## src/rtl/clipped_sprite_span_blit_assert.svh

```systemverilog
// Assertion macros for the span blitter modules; only csb_seq includes them.
// Each macro expects the clock aclk in scope; CSB_ASSERT also expects the active-low reset aresetn.
`ifndef CLIPPED_SPRITE_SPAN_BLIT_ASSERT_SVH
`define CLIPPED_SPRITE_SPAN_BLIT_ASSERT_SVH
`ifndef SYNTHESIS
`define CSB_ASSERT(lbl, prop, msg) \
    lbl: assert property (@(posedge aclk) disable iff (!aresetn) prop) else $error(msg);
`define CSB_ASSERT_ALWAYS(lbl, prop, msg) \
    lbl: assert property (@(posedge aclk) prop) else $error(msg);
`else
`define CSB_ASSERT(lbl, prop, msg)
`define CSB_ASSERT_ALWAYS(lbl, prop, msg)
`endif
`endif

```

## src/rtl/csb_pkg.sv

```systemverilog
`timescale 1ns / 1ps
`default_nettype none
package csb_pkg;

    localparam int SCREEN_ADDR_BITS_DEF = 24;
    localparam int SOURCE_ADDR_BITS_DEF = 20;
    localparam int MAX_SPRITE_WIDTH     = 256;
    localparam int MAX_SPRITE_HEIGHT    = 64;

    localparam int CLIP_W   = 12;
    localparam int PITCH_W  = 13;
    localparam int SPAN_W   = 9;
    localparam int HEIGHT_W = 7;
    localparam int COORD_W  = 13;
    localparam int BASE_W   = 20;
    localparam int ROW_W    = $clog2(MAX_SPRITE_HEIGHT + 1);
    localparam int MUL_W    = 13;
    localparam int IN_W     = ((2 * COORD_W + BASE_W + 7) / 8) * 8;

    localparam int PADDR_W  = 5;
    localparam int PDATA_W  = 32;

    localparam logic [CLIP_W-1:0]   CLIP_LEFT_RST     = CLIP_W'(0);
    localparam logic [CLIP_W-1:0]   CLIP_RIGHT_RST    = CLIP_W'(640);
    localparam logic [CLIP_W-1:0]   CLIP_TOP_RST      = CLIP_W'(0);
    localparam logic [CLIP_W-1:0]   CLIP_BOTTOM_RST   = CLIP_W'(480);
    localparam logic [PITCH_W-1:0]  LINE_PITCH_RST    = PITCH_W'(640);
    localparam logic [SPAN_W-1:0]   SPRITE_WIDTH_RST  = SPAN_W'(32);
    localparam logic [HEIGHT_W-1:0] SPRITE_HEIGHT_RST = HEIGHT_W'(32);

    typedef enum logic [2:0] {
        REG_CLIP_LEFT     = 3'd0,
        REG_CLIP_RIGHT    = 3'd1,
        REG_CLIP_TOP      = 3'd2,
        REG_CLIP_BOTTOM   = 3'd3,
        REG_LINE_PITCH    = 3'd4,
        REG_SPRITE_WIDTH  = 3'd5,
        REG_SPRITE_HEIGHT = 3'd6
    } csb_reg_t;

    typedef struct packed {
        logic [CLIP_W-1:0]   clip_left;
        logic [CLIP_W-1:0]   clip_right;
        logic [CLIP_W-1:0]   clip_top;
        logic [CLIP_W-1:0]   clip_bottom;
        logic [PITCH_W-1:0]  line_pitch;
        logic [SPAN_W-1:0]   sprite_width;
        logic [HEIGHT_W-1:0] sprite_height;
    } csb_cfg_t;

    typedef enum logic [2:0] {
        ALU_ADD,
        ALU_SUB,
        ALU_MUL,
        ALU_MAX,
        ALU_MIN
    } csb_alu_op_t;

    typedef enum logic [4:0] {
        ST_IDLE,
        ST_NX,
        ST_NY,
        ST_EX0,
        ST_EX,
        ST_CW,
        ST_EY0,
        ST_EY,
        ST_NYS,
        ST_DM,
        ST_DA,
        ST_RX,
        ST_SA,
        ST_RY,
        ST_RM,
        ST_SB,
        ST_LOAD,
        ST_STEP_S
    } csb_state_t;

endpackage
`default_nettype wire

```

## src/rtl/clipped_sprite_span_blit.sv

```systemverilog
`timescale 1ns / 1ps
`default_nettype none
// A request is accepted only while the sequencer is idle; it then clips the sprite, works out the
// start addresses and emits one span per visible row, in the states ST_NX through ST_SB and then
// ST_LOAD and ST_STEP_S, which step the destination and source addresses in turn on the single
// shared ALU. A fully clipped request emits no span and returns to idle after ST_NYS.
// Reset is synchronous and active low: it empties the block and restores the register defaults.
module clipped_sprite_span_blit
    import csb_pkg::*;
#(
    parameter int SCREEN_ADDR_BITS = SCREEN_ADDR_BITS_DEF,
    parameter int SOURCE_ADDR_BITS = SOURCE_ADDR_BITS_DEF,
    localparam int OUT_W = ((SCREEN_ADDR_BITS + SOURCE_ADDR_BITS + SPAN_W + 7) / 8) * 8
) (
    input  wire logic               aclk,
    input  wire logic               aresetn,
    input  wire logic               psel,
    input  wire logic               penable,
    input  wire logic               pwrite,
    input  wire logic [PADDR_W-1:0] paddr,
    input  wire logic [PDATA_W-1:0] pwdata,
    output logic      [PDATA_W-1:0] prdata,
    output logic                    pready,
    input  wire logic               s_axis_tvalid,
    output logic                    s_axis_tready,
    // sprite_x, sprite_y, source_base
    input  wire logic [IN_W-1:0]    s_axis_tdata,
    output logic                    m_axis_tvalid,
    input  wire logic               m_axis_tready,
    // dest_address, source_address, span_length
    output logic [OUT_W-1:0]        m_axis_tdata,
    output logic                    m_axis_tlast
);

    localparam int ALU_W = ((SCREEN_ADDR_BITS > SOURCE_ADDR_BITS)
                            ? SCREEN_ADDR_BITS : SOURCE_ADDR_BITS) + 2;

    csb_cfg_t                    cfg;
    csb_alu_op_t                 alu_op;
    logic signed [ALU_W-1:0]     alu_a;
    logic signed [ALU_W-1:0]     alu_b;
    logic signed [ALU_W-1:0]     alu_y;
    logic [SCREEN_ADDR_BITS-1:0] dest;
    logic [SOURCE_ADDR_BITS-1:0] source;
    logic [SPAN_W-1:0]           length;

    assign m_axis_tdata = OUT_W'({length, source, dest});

    csb_cfg u_cfg (
        .aclk    (aclk),
        .aresetn (aresetn),
        .psel    (psel),
        .penable (penable),
        .pwrite  (pwrite),
        .paddr   (paddr),
        .pwdata  (pwdata),
        .prdata  (prdata),
        .pready  (pready),
        .cfg     (cfg)
    );

    csb_alu #(
        .ALU_W (ALU_W)
    ) u_alu (
        .op (alu_op),
        .a  (alu_a),
        .b  (alu_b),
        .y  (alu_y)
    );

    csb_seq #(
        .SCREEN_ADDR_BITS (SCREEN_ADDR_BITS),
        .SOURCE_ADDR_BITS (SOURCE_ADDR_BITS),
        .ALU_W            (ALU_W)
    ) u_seq (
        .aclk     (aclk),
        .aresetn  (aresetn),
        .cfg      (cfg),
        .s_valid  (s_axis_tvalid),
        .s_ready  (s_axis_tready),
        .s_x      (s_axis_tdata[COORD_W-1:0]),
        .s_y      (s_axis_tdata[2*COORD_W-1:COORD_W]),
        .s_base   (s_axis_tdata[2*COORD_W+BASE_W-1:2*COORD_W]),
        .m_valid  (m_axis_tvalid),
        .m_ready  (m_axis_tready),
        .m_dest   (dest),
        .m_source (source),
        .m_length (length),
        .m_last   (m_axis_tlast),
        .alu_op   (alu_op),
        .alu_a    (alu_a),
        .alu_b    (alu_b),
        .alu_y    (alu_y)
    );

endmodule
`default_nettype wire

```

## src/rtl/csb_cfg.sv

```systemverilog
`timescale 1ns / 1ps
`default_nettype none
module csb_cfg
    import csb_pkg::*;
(
    input  wire logic               aclk,
    input  wire logic               aresetn,
    input  wire logic               psel,
    input  wire logic               penable,
    input  wire logic               pwrite,
    input  wire logic [PADDR_W-1:0] paddr,
    input  wire logic [PDATA_W-1:0] pwdata,
    output logic      [PDATA_W-1:0] prdata,
    output logic                    pready,
    output csb_cfg_t                cfg
);

    csb_cfg_t cfg_reg;
    csb_cfg_t cfg_next;
    csb_reg_t sel;

    assign sel    = csb_reg_t'(paddr[PADDR_W-1:2]);
    assign pready = 1'b1;
    assign cfg    = cfg_reg;

    always_ff @(posedge aclk) begin
        if (!aresetn) begin
            cfg_reg.clip_left     <= CLIP_LEFT_RST;
            cfg_reg.clip_right    <= CLIP_RIGHT_RST;
            cfg_reg.clip_top      <= CLIP_TOP_RST;
            cfg_reg.clip_bottom   <= CLIP_BOTTOM_RST;
            cfg_reg.line_pitch    <= LINE_PITCH_RST;
            cfg_reg.sprite_width  <= SPRITE_WIDTH_RST;
            cfg_reg.sprite_height <= SPRITE_HEIGHT_RST;
        end else begin
            cfg_reg <= cfg_next;
        end
    end

    always_comb begin
        cfg_next = cfg_reg;
        if (psel && penable && pwrite) begin
            unique case (sel)
                REG_CLIP_LEFT:     cfg_next.clip_left     = pwdata[CLIP_W-1:0];
                REG_CLIP_RIGHT:    cfg_next.clip_right    = pwdata[CLIP_W-1:0];
                REG_CLIP_TOP:      cfg_next.clip_top      = pwdata[CLIP_W-1:0];
                REG_CLIP_BOTTOM:   cfg_next.clip_bottom   = pwdata[CLIP_W-1:0];
                REG_LINE_PITCH:    cfg_next.line_pitch    = pwdata[PITCH_W-1:0];
                REG_SPRITE_WIDTH:  cfg_next.sprite_width  = pwdata[SPAN_W-1:0];
                REG_SPRITE_HEIGHT: cfg_next.sprite_height = pwdata[HEIGHT_W-1:0];
                default: begin
                end
            endcase
        end
    end

    always_comb begin
        unique case (sel)
            REG_CLIP_LEFT:     prdata = PDATA_W'(cfg_reg.clip_left);
            REG_CLIP_RIGHT:    prdata = PDATA_W'(cfg_reg.clip_right);
            REG_CLIP_TOP:      prdata = PDATA_W'(cfg_reg.clip_top);
            REG_CLIP_BOTTOM:   prdata = PDATA_W'(cfg_reg.clip_bottom);
            REG_LINE_PITCH:    prdata = PDATA_W'(cfg_reg.line_pitch);
            REG_SPRITE_WIDTH:  prdata = PDATA_W'(cfg_reg.sprite_width);
            REG_SPRITE_HEIGHT: prdata = PDATA_W'(cfg_reg.sprite_height);
            default:           prdata = '0;
        endcase
    end

endmodule
`default_nettype wire

```

## src/rtl/csb_alu.sv

```systemverilog
`timescale 1ns / 1ps
`default_nettype none
module csb_alu
    import csb_pkg::*;
#(
    parameter int ALU_W = 26
) (
    input  wire csb_alu_op_t        op,
    input  wire logic signed [ALU_W-1:0] a,
    input  wire logic signed [ALU_W-1:0] b,
    output logic signed [ALU_W-1:0]      y
);

    logic [2*MUL_W-1:0] prod;
    logic               a_gt_b;

    assign prod   = a[MUL_W-1:0] * b[MUL_W-1:0];
    assign a_gt_b = (a > b);

    always_comb begin
        unique case (op)
            ALU_ADD: y = a + b;
            ALU_SUB: y = a - b;
            ALU_MUL: y = ALU_W'(prod);
            ALU_MAX: y = a_gt_b ? a : b;
            ALU_MIN: y = a_gt_b ? b : a;
            default: y = '0;
        endcase
    end

endmodule
`default_nettype wire

```

## src/rtl/csb_seq.sv

```systemverilog
`timescale 1ns / 1ps
`default_nettype none
`include "clipped_sprite_span_blit_assert.svh"
module csb_seq
    import csb_pkg::*;
#(
    parameter int SCREEN_ADDR_BITS = SCREEN_ADDR_BITS_DEF,
    parameter int SOURCE_ADDR_BITS = SOURCE_ADDR_BITS_DEF,
    parameter int ALU_W            = 26
) (
    input  wire logic                        aclk,
    input  wire logic                        aresetn,
    input  wire csb_cfg_t                    cfg,
    input  wire logic                        s_valid,
    output logic                             s_ready,
    input  wire logic [COORD_W-1:0]          s_x,
    input  wire logic [COORD_W-1:0]          s_y,
    input  wire logic [BASE_W-1:0]           s_base,
    output logic                             m_valid,
    input  wire logic                        m_ready,
    output logic [SCREEN_ADDR_BITS-1:0]      m_dest,
    output logic [SOURCE_ADDR_BITS-1:0]      m_source,
    output logic [SPAN_W-1:0]                m_length,
    output logic                             m_last,
    output csb_alu_op_t                      alu_op,
    output logic signed [ALU_W-1:0]          alu_a,
    output logic signed [ALU_W-1:0]          alu_b,
    input  wire logic signed [ALU_W-1:0]     alu_y
);

    csb_state_t                  state_reg, state_next;
    logic [COORD_W-1:0]          x_reg, x_next;
    logic [COORD_W-1:0]          y_reg, y_next;
    logic [BASE_W-1:0]           base_reg, base_next;
    logic [CLIP_W-1:0]           nx_reg, nx_next;
    logic [CLIP_W-1:0]           ny_reg, ny_next;
    logic signed [ALU_W-1:0]     tmp_reg, tmp_next;
    logic [SPAN_W-1:0]           cw_reg, cw_next;
    logic                        cw_ok_reg, cw_ok_next;
    logic [ROW_W-1:0]            rows_reg, rows_next;
    logic [SCREEN_ADDR_BITS-1:0] dest_row_reg, dest_row_next;
    logic [SOURCE_ADDR_BITS-1:0] src_row_reg, src_row_next;
    logic                        out_valid_reg, out_valid_next;
    logic [SCREEN_ADDR_BITS-1:0] out_dest_reg, out_dest_next;
    logic [SOURCE_ADDR_BITS-1:0] out_src_reg, out_src_next;
    logic [SPAN_W-1:0]           out_len_reg, out_len_next;
    logic                        out_last_reg, out_last_next;

    logic signed [ALU_W-1:0]     x_ext, y_ext;
    logic [SPAN_W-1:0]           w_eff;
    logic [HEIGHT_W-1:0]         h_eff;
    logic                        alu_pos;

    assign x_ext = {{(ALU_W-COORD_W){x_reg[COORD_W-1]}}, x_reg};
    assign y_ext = {{(ALU_W-COORD_W){y_reg[COORD_W-1]}}, y_reg};
    assign w_eff = (cfg.sprite_width > SPAN_W'(MAX_SPRITE_WIDTH))
                   ? SPAN_W'(MAX_SPRITE_WIDTH) : cfg.sprite_width;
    assign h_eff = (cfg.sprite_height > HEIGHT_W'(MAX_SPRITE_HEIGHT))
                   ? HEIGHT_W'(MAX_SPRITE_HEIGHT) : cfg.sprite_height;
    assign alu_pos = !alu_y[ALU_W-1] && (alu_y != '0);

    assign s_ready  = (state_reg == ST_IDLE);
    assign m_valid  = out_valid_reg;
    assign m_dest   = out_dest_reg;
    assign m_source = out_src_reg;
    assign m_length = out_len_reg;
    assign m_last   = out_last_reg;

    always_ff @(posedge aclk) begin
        if (!aresetn) begin
            state_reg     <= ST_IDLE;
            rows_reg      <= '0;
            cw_reg        <= '0;
            cw_ok_reg     <= 1'b0;
            dest_row_reg  <= '0;
            src_row_reg   <= '0;
            out_valid_reg <= 1'b0;
        end else begin
            state_reg     <= state_next;
            rows_reg      <= rows_next;
            cw_reg        <= cw_next;
            cw_ok_reg     <= cw_ok_next;
            dest_row_reg  <= dest_row_next;
            src_row_reg   <= src_row_next;
            out_valid_reg <= out_valid_next;
        end
    end

    always_ff @(posedge aclk) begin
        x_reg        <= x_next;
        y_reg        <= y_next;
        base_reg     <= base_next;
        nx_reg       <= nx_next;
        ny_reg       <= ny_next;
        tmp_reg      <= tmp_next;
        out_dest_reg <= out_dest_next;
        out_src_reg  <= out_src_next;
        out_len_reg  <= out_len_next;
        out_last_reg <= out_last_next;
    end

    always_comb begin
        state_next     = state_reg;
        x_next         = x_reg;
        y_next         = y_reg;
        base_next      = base_reg;
        nx_next        = nx_reg;
        ny_next        = ny_reg;
        tmp_next       = tmp_reg;
        cw_next        = cw_reg;
        cw_ok_next     = cw_ok_reg;
        rows_next      = rows_reg;
        dest_row_next  = dest_row_reg;
        src_row_next   = src_row_reg;
        out_valid_next = out_valid_reg && !m_ready;
        out_dest_next  = out_dest_reg;
        out_src_next   = out_src_reg;
        out_len_next   = out_len_reg;
        out_last_next  = out_last_reg;
        alu_op         = ALU_ADD;
        alu_a          = '0;
        alu_b          = '0;

        unique case (state_reg)
            ST_IDLE: begin
                if (s_valid) begin
                    x_next     = s_x;
                    y_next     = s_y;
                    base_next  = s_base;
                    state_next = ST_NX;
                end
            end
            ST_NX: begin
                alu_op     = ALU_MAX;
                alu_a      = x_ext;
                alu_b      = ALU_W'(cfg.clip_left);
                nx_next    = alu_y[CLIP_W-1:0];
                state_next = ST_NY;
            end
            ST_NY: begin
                alu_op     = ALU_MAX;
                alu_a      = y_ext;
                alu_b      = ALU_W'(cfg.clip_top);
                ny_next    = alu_y[CLIP_W-1:0];
                state_next = ST_EX0;
            end
            ST_EX0: begin
                alu_op     = ALU_ADD;
                alu_a      = x_ext;
                alu_b      = ALU_W'(w_eff);
                tmp_next   = alu_y;
                state_next = ST_EX;
            end
            ST_EX: begin
                alu_op     = ALU_MIN;
                alu_a      = tmp_reg;
                alu_b      = ALU_W'(cfg.clip_right);
                tmp_next   = alu_y;
                state_next = ST_CW;
            end
            ST_CW: begin
                alu_op     = ALU_SUB;
                alu_a      = tmp_reg;
                alu_b      = ALU_W'(nx_reg);
                cw_next    = alu_y[SPAN_W-1:0];
                cw_ok_next = alu_pos;
                state_next = ST_EY0;
            end
            ST_EY0: begin
                alu_op     = ALU_ADD;
                alu_a      = y_ext;
                alu_b      = ALU_W'(h_eff);
                tmp_next   = alu_y;
                state_next = ST_EY;
            end
            ST_EY: begin
                alu_op     = ALU_MIN;
                alu_a      = tmp_reg;
                alu_b      = ALU_W'(cfg.clip_bottom);
                tmp_next   = alu_y;
                state_next = ST_NYS;
            end
            ST_NYS: begin
                alu_op = ALU_SUB;
                alu_a  = tmp_reg;
                alu_b  = ALU_W'(ny_reg);
                if (cw_ok_reg && alu_pos) begin
                    rows_next  = alu_y[ROW_W-1:0];
                    state_next = ST_DM;
                end else begin
                    state_next = ST_IDLE;
                end
            end
            ST_DM: begin
                alu_op     = ALU_MUL;
                alu_a      = ALU_W'(ny_reg);
                alu_b      = ALU_W'(cfg.line_pitch);
                tmp_next   = alu_y;
                state_next = ST_DA;
            end
            ST_DA: begin
                alu_op        = ALU_ADD;
                alu_a         = tmp_reg;
                alu_b         = ALU_W'(nx_reg);
                dest_row_next = alu_y[SCREEN_ADDR_BITS-1:0];
                state_next    = ST_RX;
            end
            ST_RX: begin
                alu_op     = ALU_SUB;
                alu_a      = ALU_W'(nx_reg);
                alu_b      = x_ext;
                tmp_next   = alu_y;
                state_next = ST_SA;
            end
            ST_SA: begin
                alu_op       = ALU_ADD;
                alu_a        = tmp_reg;
                alu_b        = ALU_W'(base_reg);
                src_row_next = alu_y[SOURCE_ADDR_BITS-1:0];
                state_next   = ST_RY;
            end
            ST_RY: begin
                alu_op     = ALU_SUB;
                alu_a      = ALU_W'(ny_reg);
                alu_b      = y_ext;
                tmp_next   = alu_y;
                state_next = ST_RM;
            end
            ST_RM: begin
                alu_op     = ALU_MUL;
                alu_a      = tmp_reg;
                alu_b      = ALU_W'(w_eff);
                tmp_next   = alu_y;
                state_next = ST_SB;
            end
            ST_SB: begin
                alu_op       = ALU_ADD;
                alu_a        = ALU_W'(src_row_reg);
                alu_b        = tmp_reg;
                src_row_next = alu_y[SOURCE_ADDR_BITS-1:0];
                state_next   = ST_LOAD;
            end
            ST_LOAD: begin
                // The destination step shares this cycle with the hand-over to the
                // output register.
                alu_op = ALU_ADD;
                alu_a  = ALU_W'(dest_row_reg);
                alu_b  = ALU_W'(cfg.line_pitch);
                if (!out_valid_reg || m_ready) begin
                    out_valid_next = 1'b1;
                    out_dest_next  = dest_row_reg;
                    out_src_next   = src_row_reg;
                    out_len_next   = cw_reg;
                    out_last_next  = (rows_reg == ROW_W'(1));
                    rows_next      = rows_reg - ROW_W'(1);
                    dest_row_next  = alu_y[SCREEN_ADDR_BITS-1:0];
                    state_next     = (rows_reg == ROW_W'(1)) ? ST_IDLE : ST_STEP_S;
                end
            end
            ST_STEP_S: begin
                alu_op       = ALU_ADD;
                alu_a        = ALU_W'(src_row_reg);
                alu_b        = ALU_W'(w_eff);
                src_row_next = alu_y[SOURCE_ADDR_BITS-1:0];
                state_next   = ST_LOAD;
            end
            default: begin
                state_next = ST_IDLE;
            end
        endcase
    end

    `CSB_ASSERT(a_idle_no_rows, (state_reg == ST_IDLE) |-> (rows_reg == '0), "rows pending while idle")
    `CSB_ASSERT(a_load_has_rows, (state_reg == ST_LOAD) |-> (rows_reg != '0), "load with no rows left")
    `CSB_ASSERT(a_span_nonzero, out_valid_reg |-> (out_len_reg != '0), "empty span presented")
    `CSB_ASSERT(a_last_ends_walk, (state_reg == ST_LOAD && state_next == ST_IDLE) |-> out_last_next, "walk ended without last span")

endmodule
`default_nettype wire
```

## config.mk

```make
export PLATFORM = sky130hd
export DESIGN_NAME = clipped_sprite_span_blit
export DESIGN_NICKNAME = d
export VERILOG_FILES = /design/src/rtl/csb_pkg.sv /design/src/rtl/clipped_sprite_span_blit.sv /design/src/rtl/csb_cfg.sv /design/src/rtl/csb_alu.sv /design/src/rtl/csb_seq.sv
export VERILOG_INCLUDE_DIRS = /design/src /design/src/rtl
export SDC_FILE = /design/constraint.sdc
export NUM_CORES = 1
export LEC_CHECK = 0
export ABC_AREA = 1
export BUFFER_PORTS_ARGS = -buffer_cell sky130_fd_sc_hd__buf_2
export CORE_MARGIN = 2
export CORE_UTILIZATION = 60
export DETAILED_ROUTE_END_ITERATION = 8
export GPL_TIMING_DRIVEN = 0
export PLACE_DENSITY = 0.8
export SYNTH_ARGS = -nofsm -noshare
export SYNTH_HDL_FRONTEND = slang
export SYNTH_HIERARCHICAL = 1
export SYNTH_SLANG_ARGS = --single-unit
```

## constraint.sdc

```tcl
create_clock -name aclk -period 15.3 [get_ports aclk]
set_input_delay 3.06 -clock aclk [delete_from_list [all_inputs] [get_ports aclk]]
set_output_delay 3.06 -clock aclk [all_outputs]
set_load 0.03 [all_outputs]
```

# Word-level counts from Yosys, hierarchy flattened
# Cells that the tools add are included.
# W data, S select, Z words.
classes:
  shift: 0
  multipliers: 1
  n_div: 0
  magnitude_cmp: 3
  addsub: 3
  bitwise: 0
  n_mux: 21
  n_eq_ne: 31
  reduce_logical: 41
ops:
  columns: ["operator", "count"]
  rows:
  - ["$pmux W26 S13", 1]
  - ["$pmux W26 S7", 1]
  - ["$pmux W26 S5", 1]
  - ["$pmux W13 S7", 1]
  - ["$pmux W5 S17", 1]
  - ["$mux W26", 2]
  - ["$pmux W24 S2", 1]
  - ["$eq A5 B4 Y1 const B", 8]
  - ["$add A26 B26 Y26", 1]
  - ["$gt A26 B26 Y1", 1]
  - ["$mul A13 B13 Y26", 1]
  - ["$reduce_bool A26 Y1", 1]
  - ["$sub A26 B26 Y26", 1]
  - ["$mux W24", 1]
  - ["$reduce_and A2 Y1", 11]
  - ["$mux W7", 3]
  - ["$eq A5 B3 Y1 const B", 4]
  - ["$reduce_or A2 Y1", 9]
  - ["$mux W5", 3]
  - ["$pmux W7 S2", 1]
  - ["$eq A3 B2 Y1 const B", 4]
  - ["$eq A3 B3 Y1 const B", 4]
  - ["$pmux W3 S4", 1]
  - ["$eq A5 B2 Y1 const B", 2]
  - ["other kinds (23)", 36]
totals:
  romBits: 0
  n_memories: 0
  ff_bits: 294
  latch_bits: 0
  out_inout_bits: 92
  ramBits: 0

# Depth between registers and ports, before layout
# Gate-level depths: netlist of the first run.
depth:
  depth_word: 11
  ltp_mapped: 46

# Cells and area by module
# The synthesis of the first run kept the hierarchy.
by_module_without_submodules:
  columns: ["mod", "n_inst", "area_each_um2", "cells_per_inst"]
  rows:
  - ["csb_alu", 1, 10830.4, 1809]
  - ["csb_seq", 1, 9527.9, 1013]
  - ["csb_cfg", 1, 4111.4, 636]
  - ["clipped_sprite_span_blit", 1, 26.3, 4]

# Worst setup path before layout of the first run
# No wires, ideal clock.
synth_path:
  kind: "input to output"
  startpoint: "input paddr[4]"
  endpoint: "output prdata[3]"
  stages: 8
  required_time_ns: 12.240
  arrival_time_ns: 4.046
  setup_slack_ns: 8.194
  path_cell_list: "buf_4 inv_4 buf_4 buf_2 nand3_1 nand2_1 nor2_1 nand2_1"
synth_via:
  elab_chain_len: 2
  word_cells_on_any_way: 8
  cone_classes: "eq/ne (6); mux (1); reduce/logical (1)"
synth_rtl:
  columns: ["item", "line", "rtl"]
  rows:
  - ["from (decl)", "clipped_sprite_span_blit.sv:20", "input wire logic [PADDR_W-1:0] paddr,"]
  - ["$eq A3 B3 Y1, or another cell as far along", "csb_cfg.sv:58", "unique case (sel)"]
  - ["$pmux W13 S7 (*)", "csb_cfg.sv:58", null]
  - ["to (decl)", "clipped_sprite_span_blit.sv:22", "output logic [PDATA_W-1:0] prdata,"]
# Mark *: on every way between the ends. The rest lies on a longest branch, timed or not.

# Final worst setup path of the first run
layout_path:
  startpoint: "register u_seq.state_reg[2]"
  endpoint: "register u_seq.rows_reg[3]"
layout_via:
  elab_chain_len: 11
  word_cells_on_any_way: 54
  cone_classes: "add/sub (2); mul (1); order compare (1); eq/ne (23); mux (8); reduce/logical (19)"
layout_rtl:
  columns: ["item", "line", "rtl"]
  rows:
  - ["from (decl)", "csb_seq.sv:31", "csb_state_t state_reg, state_next;"]
  - ["from (signal assigned)", "csb_seq.sv:79", "state_reg <= state_next;"]
  - ["$eq A5 B2 Y1, or another cell as far along", "csb_seq.sv:124", "unique case (state_reg)"]
  - ["$reduce_or A3 Y1 (no source line) or $reduce_or A2 Y1 (tied branches)", null, null]
  - ["$pmux W26 S13 (*)", "csb_seq.sv:124", null]
  - ["via alu_b[4]", "clipped_sprite_span_blit.sv:41", "logic signed [ALU_W-1:0] alu_b;"]
  - ["branches (longest 2 deep; another with $mul A13 B13 Y26)", null, null]
  - ["$pmux W26 S5 (*)", "csb_alu.sv:21", "unique case (op)"]
  - ["via alu_y[14]", "clipped_sprite_span_blit.sv:42", "logic signed [ALU_W-1:0] alu_y;"]
  - ["$reduce_bool A26 Y1 (*)", "csb_seq.sv:60", "assign alu_pos = !alu_y[ALU_W-1] && (alu_y != '0);"]
  - ["$logic_and A1 B1 Y1 (*)", "csb_seq.sv:60", null]
  - ["$logic_and A1 B1 Y1 (*)", "csb_seq.sv:187", "if (cw_ok_reg && alu_pos) begin"]
  - ["$ne A2 B1 Y1 (no source line) (*)", null, null]
  - ["$reduce_and A3 Y1 (no source line) (*)", null, null]
  - ["to (signal assigned)", "csb_seq.sv:80", "rows_reg <= rows_next;"]
  - ["to (decl)", "csb_seq.sv:40", "logic [ROW_W-1:0] rows_reg, rows_next;"]
# Mark *: on every way through the listed nets, which the timed path passes. The select of a mux whose other input is x is not followed.
# A chain may end at the register's enable or synchronous reset.

==> results of run 1 <==
synth_stat cells (4+ instances only):
master / n / area (µm²)
a21o_1: 4 / 30.0
nand2_2: 11 / 68.8
o21ai_1: 4 / 20.0
a22o_1: 5 / 43.8
nand4_1: 91 / 569
a21oi_1: 164 / 821
clkbuf_1: 54 / 203
nand2_1: 906 / 3400
buf_6: 9 / 101
a21boi_0: 4 / 30.0
a31oi_1: 4 / 25.0
buf_2: 51 / 255
ha_1: 124 / 1550
o211ai_2: 10 / 125
a22oi_1: 25 / 188
nor2_2: 14 / 87.6
o211ai_1: 11 / 82.6
nor2_4: 10 / 113
nand3_4: 4 / 70.1
nor3_1: 47 / 235
inv_2: 15 / 56.3
and3_1: 4 / 25.0
inv_1: 530 / 1990
nand3_1: 300 / 1500
o21bai_1: 17 / 128
dfxtp_1: 144 / 2880
nand3_2: 4 / 40.0
o21ai_0: 142 / 711
or2_2: 5 / 31.3
buf_1: 8 / 30.0
buf_4: 51 / 383
nor2_1: 376 / 1410
fa_1: 123 / 2460
xor2_1: 8 / 70.1
edfxtp_1: 150 / 4500
cells by family after synthesis:
logic type | share of synthesized area
simple gates | 0.313
buf+inv | 0.124
compound gates | 0.0942
flops | 0.302
fa+ha+maj | 0.164
xor+xnor | 0.00286
other cells | 0.000460
power groups by stage:
stage	combinational [µW]	sequential (µW)	clock (µW)
global route	1070	906	755
detailed placement	940	920	0
finish	985	905	721
CTS	947	903	725
global placement	929	922	0
floorplan	642	911	0
worst max path at each step:
stage / slack, ps / to / depth (start not counted) / from
after floorplan: 8190 / prdata[3] / 8 / paddr[4]
after global placement: 6490 / u_seq/rows_reg[3] / 42 / u_seq/state_reg[2]
after detailed placement: 6310 / u_seq/rows_reg[5] / 39 / u_seq/state_reg[2]
after CTS: 6300 / u_seq/rows_reg[5] / 39 / u_seq/state_reg[2]
after global routing: 5620 / u_seq/rows_reg[3] / 40 / u_seq/state_reg[2]
final: 6070 / u_seq/rows_reg[3] / 38 / u_seq/state_reg[2]
final cells by class:
| cell class | instances | area, µm² | share of cell area |
|---|---|---|---|
| diodes | 2 | 5.00 | 0.000186 |
| plain buffers | 173 | 972 | 0.0361 |
| clock buffers | 37 | 779 | 0.0289 |
| clock inverters | 13 | 169 | 0.00627 |
| inverters | 548 | 2060 | 0.0764 |
| multi-input cells | 2467 | 14200 | 0.525 |
| flip-flops and latches | 294 | 7390 | 0.274 |
| well taps | 532 | 666 | 0.0247 |
| repair buffers | 141 | 759 | 0.0282 |
layer usage:
metal,share of wire,GRT usage,vias to the layer above
met3,0.12,0.0747,311
met2,0.43,0.626,1587
li1,-,-,11406
met1,0.39,0.540,11295
met4,0.067,0.229,2
met5,0.00013,0,-
per-stage QoR:
stage | setup slack, ps | area (µm²) | utilization | cells | hold WS (ps)
finish | 6070 | 27000 | 0.665 | 4207 | 438
global route | 5620 | 27000 | 0.665 | 4207 | 451
CTS | 6300 | 26900 | 0.665 | 4205 | 441
detailed placement | 6310 | 26000 | 0.641 | 4155 | 416
global placement | 6490 | 25900 | 0.639 | 4149 | 413
floorplan | 8190 | 24600 | - | 3482 | 403
==> impl_metrics.ini, run 1 <==
[global_routing]
grt_pass1_vias = 22996
grt_max_degree = 47
grt_pass1_wl_um = 130000
overflow = 0
antenna_found_initial = 2
grt_use_total = 0.406

[setup_path]
r2r_cells = 38
reg2reg_slack_ps = 6070
critPathTopFamily = simple AND/OR/NAND/NOR gates
critPathArrivalTime_ps = 9700
timing.rr.end = u_seq/rows_reg[3]
crit_path_end_kind = flop
critPathLaunchType = flop
cpMostUsedCell = nand2_1
slowest_stage = buf_2
crit_type = flop to flop
r2r-start = u_seq/state_reg[2]
critPathRequiredTime_ps = 15770
slowest_delay_ps = 640
cp_max_fo = 21
critical_path_buf_inv_count = 9

[power_and_ir_drop]
power_uw = 2610
switching_power_uw = 1050
powerDensity_mw_per_mm2 = 96.8
clockPowerShare = 0.276
p_leak_uw = 0.0134
netSwitchingFraction = 0.403
peakVddDrop_mv = 0.0979
power_frac_comb = 0.377
p_int_uw = 1560
power_frac_seq = 0.347

[clock_network]
cts_resized = 0
clockBufferDepth = 3
cts_tree = yes
clock_latency_ps = 580
cts.sinks = 294
cts_hold_buf = 0
cts_root_buf = clkbuf_16
cts.reportedPaths.clkPinSlew_ps = 70
cts_setup_buffers = 0
cts.htree.levels = 1
cts_buffers = 27

[cells_and_area]
most-common-layout-cells = nand2_1, inv_1, nor2_1
largest_register_ffs = 77
final_nets = 3991
final_common_cell = nand2_1
fillers = 3708
drive_above_1_share = 0.104
area_growth_pct = 10.0

[logic_synthesis]
synthFlopType = edfxtp_1
ys_seq_elements = 294
seq_area_frac_synth = 0.302
yosysWarningCount = 6
synth_edf_count = 150
postSynthAreaPerCell_um2 = 7.08
synthesis.area_mm2 = 0.0245
async_flop_share = 0
synthCells = 3462
synth.distinct_cells = 57

[hold_path]
hold_start = u_seq/cw_reg[0]
hold_depth = 0
hold_path_end = u_seq/m_length[0]
hp-class = flop to flop

[sta]
hold_viol = 0
rsz0062_at_grt = no
slew_violations = 0
finClkSkew_ps = 20.7
min_period_ps = 9230
setup_violations = 0
fin_tns_setup_ps = 0
fin_crit_sh = 0.603
relSlewSlack = 0.0976
tightest_slew_ps = 1350
clock.fmax_mhz = 108

[die]
chipWidth_um = 206
io-pin-count = 184
core_mm2 = 0.0406
die-area_mm2 = 0.0425
die_y_um = 206
row_count = 74
initial_core_util = 0.604

[detailed_routing]
wl_per_cell_um = 20.4
dr.pass1.iters = 6
via_count = 24601
wirelength_um = 85800
drtIter0Drc = 3155
viasPerCell = 5.85
drcViolationCount = 0
ant_nets = 0

[placed_design]
io_buffer_count = 135
hpwl_um = 67900
gp_congestion = 1.04

[status]
status = finished clean

[run]
drv_cap = 0
(Power assumes the default switching activity.)
==> run 2, diff against run 1 <==
clock period = 8.8 ns   (was 15.3 ns; I/O delays follow)
==> run 2 against run 1 <==
Die area is the same. Setup slack worse by 5700 ps. Wire length up 0.47%. Total power grew 75%. Combinational power is 78% higher. Worst hold slack better by 3.4 ps. Critical path type unchanged. Critical endpoint unchanged.
==> impl_metrics.ini, run 2 (same netlist as run 1, synthesis figures left out) <==
[cells_and_area]
final_nets = 4016
fillers = 3661
fin_cells = 4232
largest_register_ffs = 77
design_area_mm2 = 0.0272
drive_above_1_share = 0.121
multi_input_area_mm2 = 0.0142
area_growth_pct = 11.2
seq_area_mm2 = 0.00739
final_common_cell = nand2_1
most-common-layout-cells = nand2_1, inv_1, nor2_1

[die]
initial_core_util = 0.604
core_mm2 = 0.0406
die-area_mm2 = 0.0425
io-pin-count = 184
row_count = 74
die_y_um = 206
chipWidth_um = 206

[hold_path]
hold_path_end = u_seq/m_length[0]
hp-class = flop to flop
hold_depth = 0
hold_start = u_seq/cw_reg[0]

[setup_path]
slowest_stage = fa_1
reg2reg_slack_ps = 400
r2r-start = u_seq/state_reg[3]
crit_path_end_kind = flop
critPathArrivalTime_ps = 8870
timing.rr.end = u_seq/rows_reg[3]
critPathLaunchType = flop
cp_max_fo = 10
critPathRequiredTime_ps = 9270
r2r_cells = 39
cpMostUsedCell = nand2_1
crit_type = flop to flop
slowest_delay_ps = 550

[clock_network]
cts_buffers = 27
cts_root_buf = clkbuf_16
cts_hold_buf = 0
cts.reportedPaths.clkPinSlew_ps = 70
clockBufferDepth = 3
cts_tree = yes
cts.htree.levels = 1
cts.sinks = 294
clock_latency_ps = 570

[detailed_routing]
drcViolationCount = 0
viasPerCell = 5.87
wl_per_cell_um = 20.4
drtIter0Drc = 3264
via_count = 24845
dr.pass1.iters = 7
ant_nets = 0
wirelength_um = 86200

[power_and_ir_drop]
peakVddDrop_mv = 0.165
p_leak_uw = 0.0137
power_uw = 4580
powerDensity_mw_per_mm2 = 168

[sta]
fin_crit_sh = 0.955
clock.fmax_mhz = 119
fin_tns_setup_ps = 0
slew_violations = 0
finClkSkew_ps = 21.7
hold_viol = 0
tightest_slew_ps = 1340
rsz0062_at_grt = no
relSlewSlack = 0.106
setup_violations = 0
min_period_ps = 8400
fin_ws_ps = 399

[run]
drv_cap = 0

[placed_design]
gp_congestion = 1.04
hpwl_um = 67900
placed_area_mm2 = 0.0260
place_inst = 4155
io_buffer_count = 135
dp_slack_ps = -190

[global_routing]
grt_use_total = 0.406
grt_pass1_vias = 22996
grt_max_degree = 47
antenna_found_initial = 1
grt_pass1_wl_um = 130000
overflow = 0

[status]
status = finished clean
==> run 2: cell count changes in the layout (fill, tap and decap cells not counted), sizes merged <==
cell / previous run / this run
buf: 260 / 287
clkbuf: 91 / 89
==> run 2: stage by stage <==
step,hold slack (ps),utilization
floorplan,403,-
global placement,413,0.639
detailed placement,416,0.641
CTS,441,0.665
global route,451,0.672
finish,441,0.672
==> run 2: area by class of cell <==
type | instances | area share
flip-flops and latches | 294 | 0.271
diodes | 2 | 0.000184
clock buffers | 37 | 0.0286
well taps | 532 | 0.0244
plain buffers | 173 | 0.0373
multi-input cells | 2467 | 0.522
clock inverters | 13 | 0.00620
inverters | 548 | 0.0756
repair buffers | 166 | 0.0348
==> run 2: worst max-delay path by stage <==
| stage | from | end | cells after the start |
|---|---|---|---|
| 2_1_floorplan | u_seq/state_reg[4] | u_seq/rows_reg[3] | 40 |
| 3_3_place_gp | u_seq/state_reg[2] | u_seq/rows_reg[3] | 42 |
| 3_5_place_dp | u_seq/state_reg[2] | u_seq/rows_reg[5] | 39 |
| 4_1_cts | u_seq/state_reg[2] | u_seq/rows_reg[5] | 37 |
| 5_1_grt | u_seq/state_reg[3] | u_seq/rows_reg[3] | 43 |
| 6_report | u_seq/state_reg[3] | u_seq/rows_reg[3] | 39 |
==> run 2: timing repair <==
item / CTS / global route
resized for setup: 3 / 73
cloned: 0 / 0
pin swaps: 0 / 5
endpoints found under the setup margin: 9 / 10
setup buffers: 0 / 25
==> run 2: where the power goes <==
group | total [µW] | internal, µW | switching (µW)
clock | 1250 | 717 | 538
sequential | 1570 | 1530 | 38.9
combinational | 1750 | 481 | 1270
total | 4580 | 2730 | 1840
==> run 2: layer usage <==
metal	vias to the layer above	part of all wire	global-route usage
li1	11466	-	-
met1	11445	0.39	0.540
met2	1619	0.43	0.627
met3	315	0.11	0.0747
met4	0	0.066	0.228
met5	-	0	0
==> run 2: worst max-delay path, delay by kind of cell, from the launching register on <==
| family | cells | cell delay, ps |
|---|---|---|
| AOI/OAI and AO/OA | 2 | 530 |
| adders and majority gates | 6 | 2770 |
| buffers and inverters | 9 | 1340 |
| DFF | 1 | 440 |
| and+or+nand+nor | 22 | 3170 |
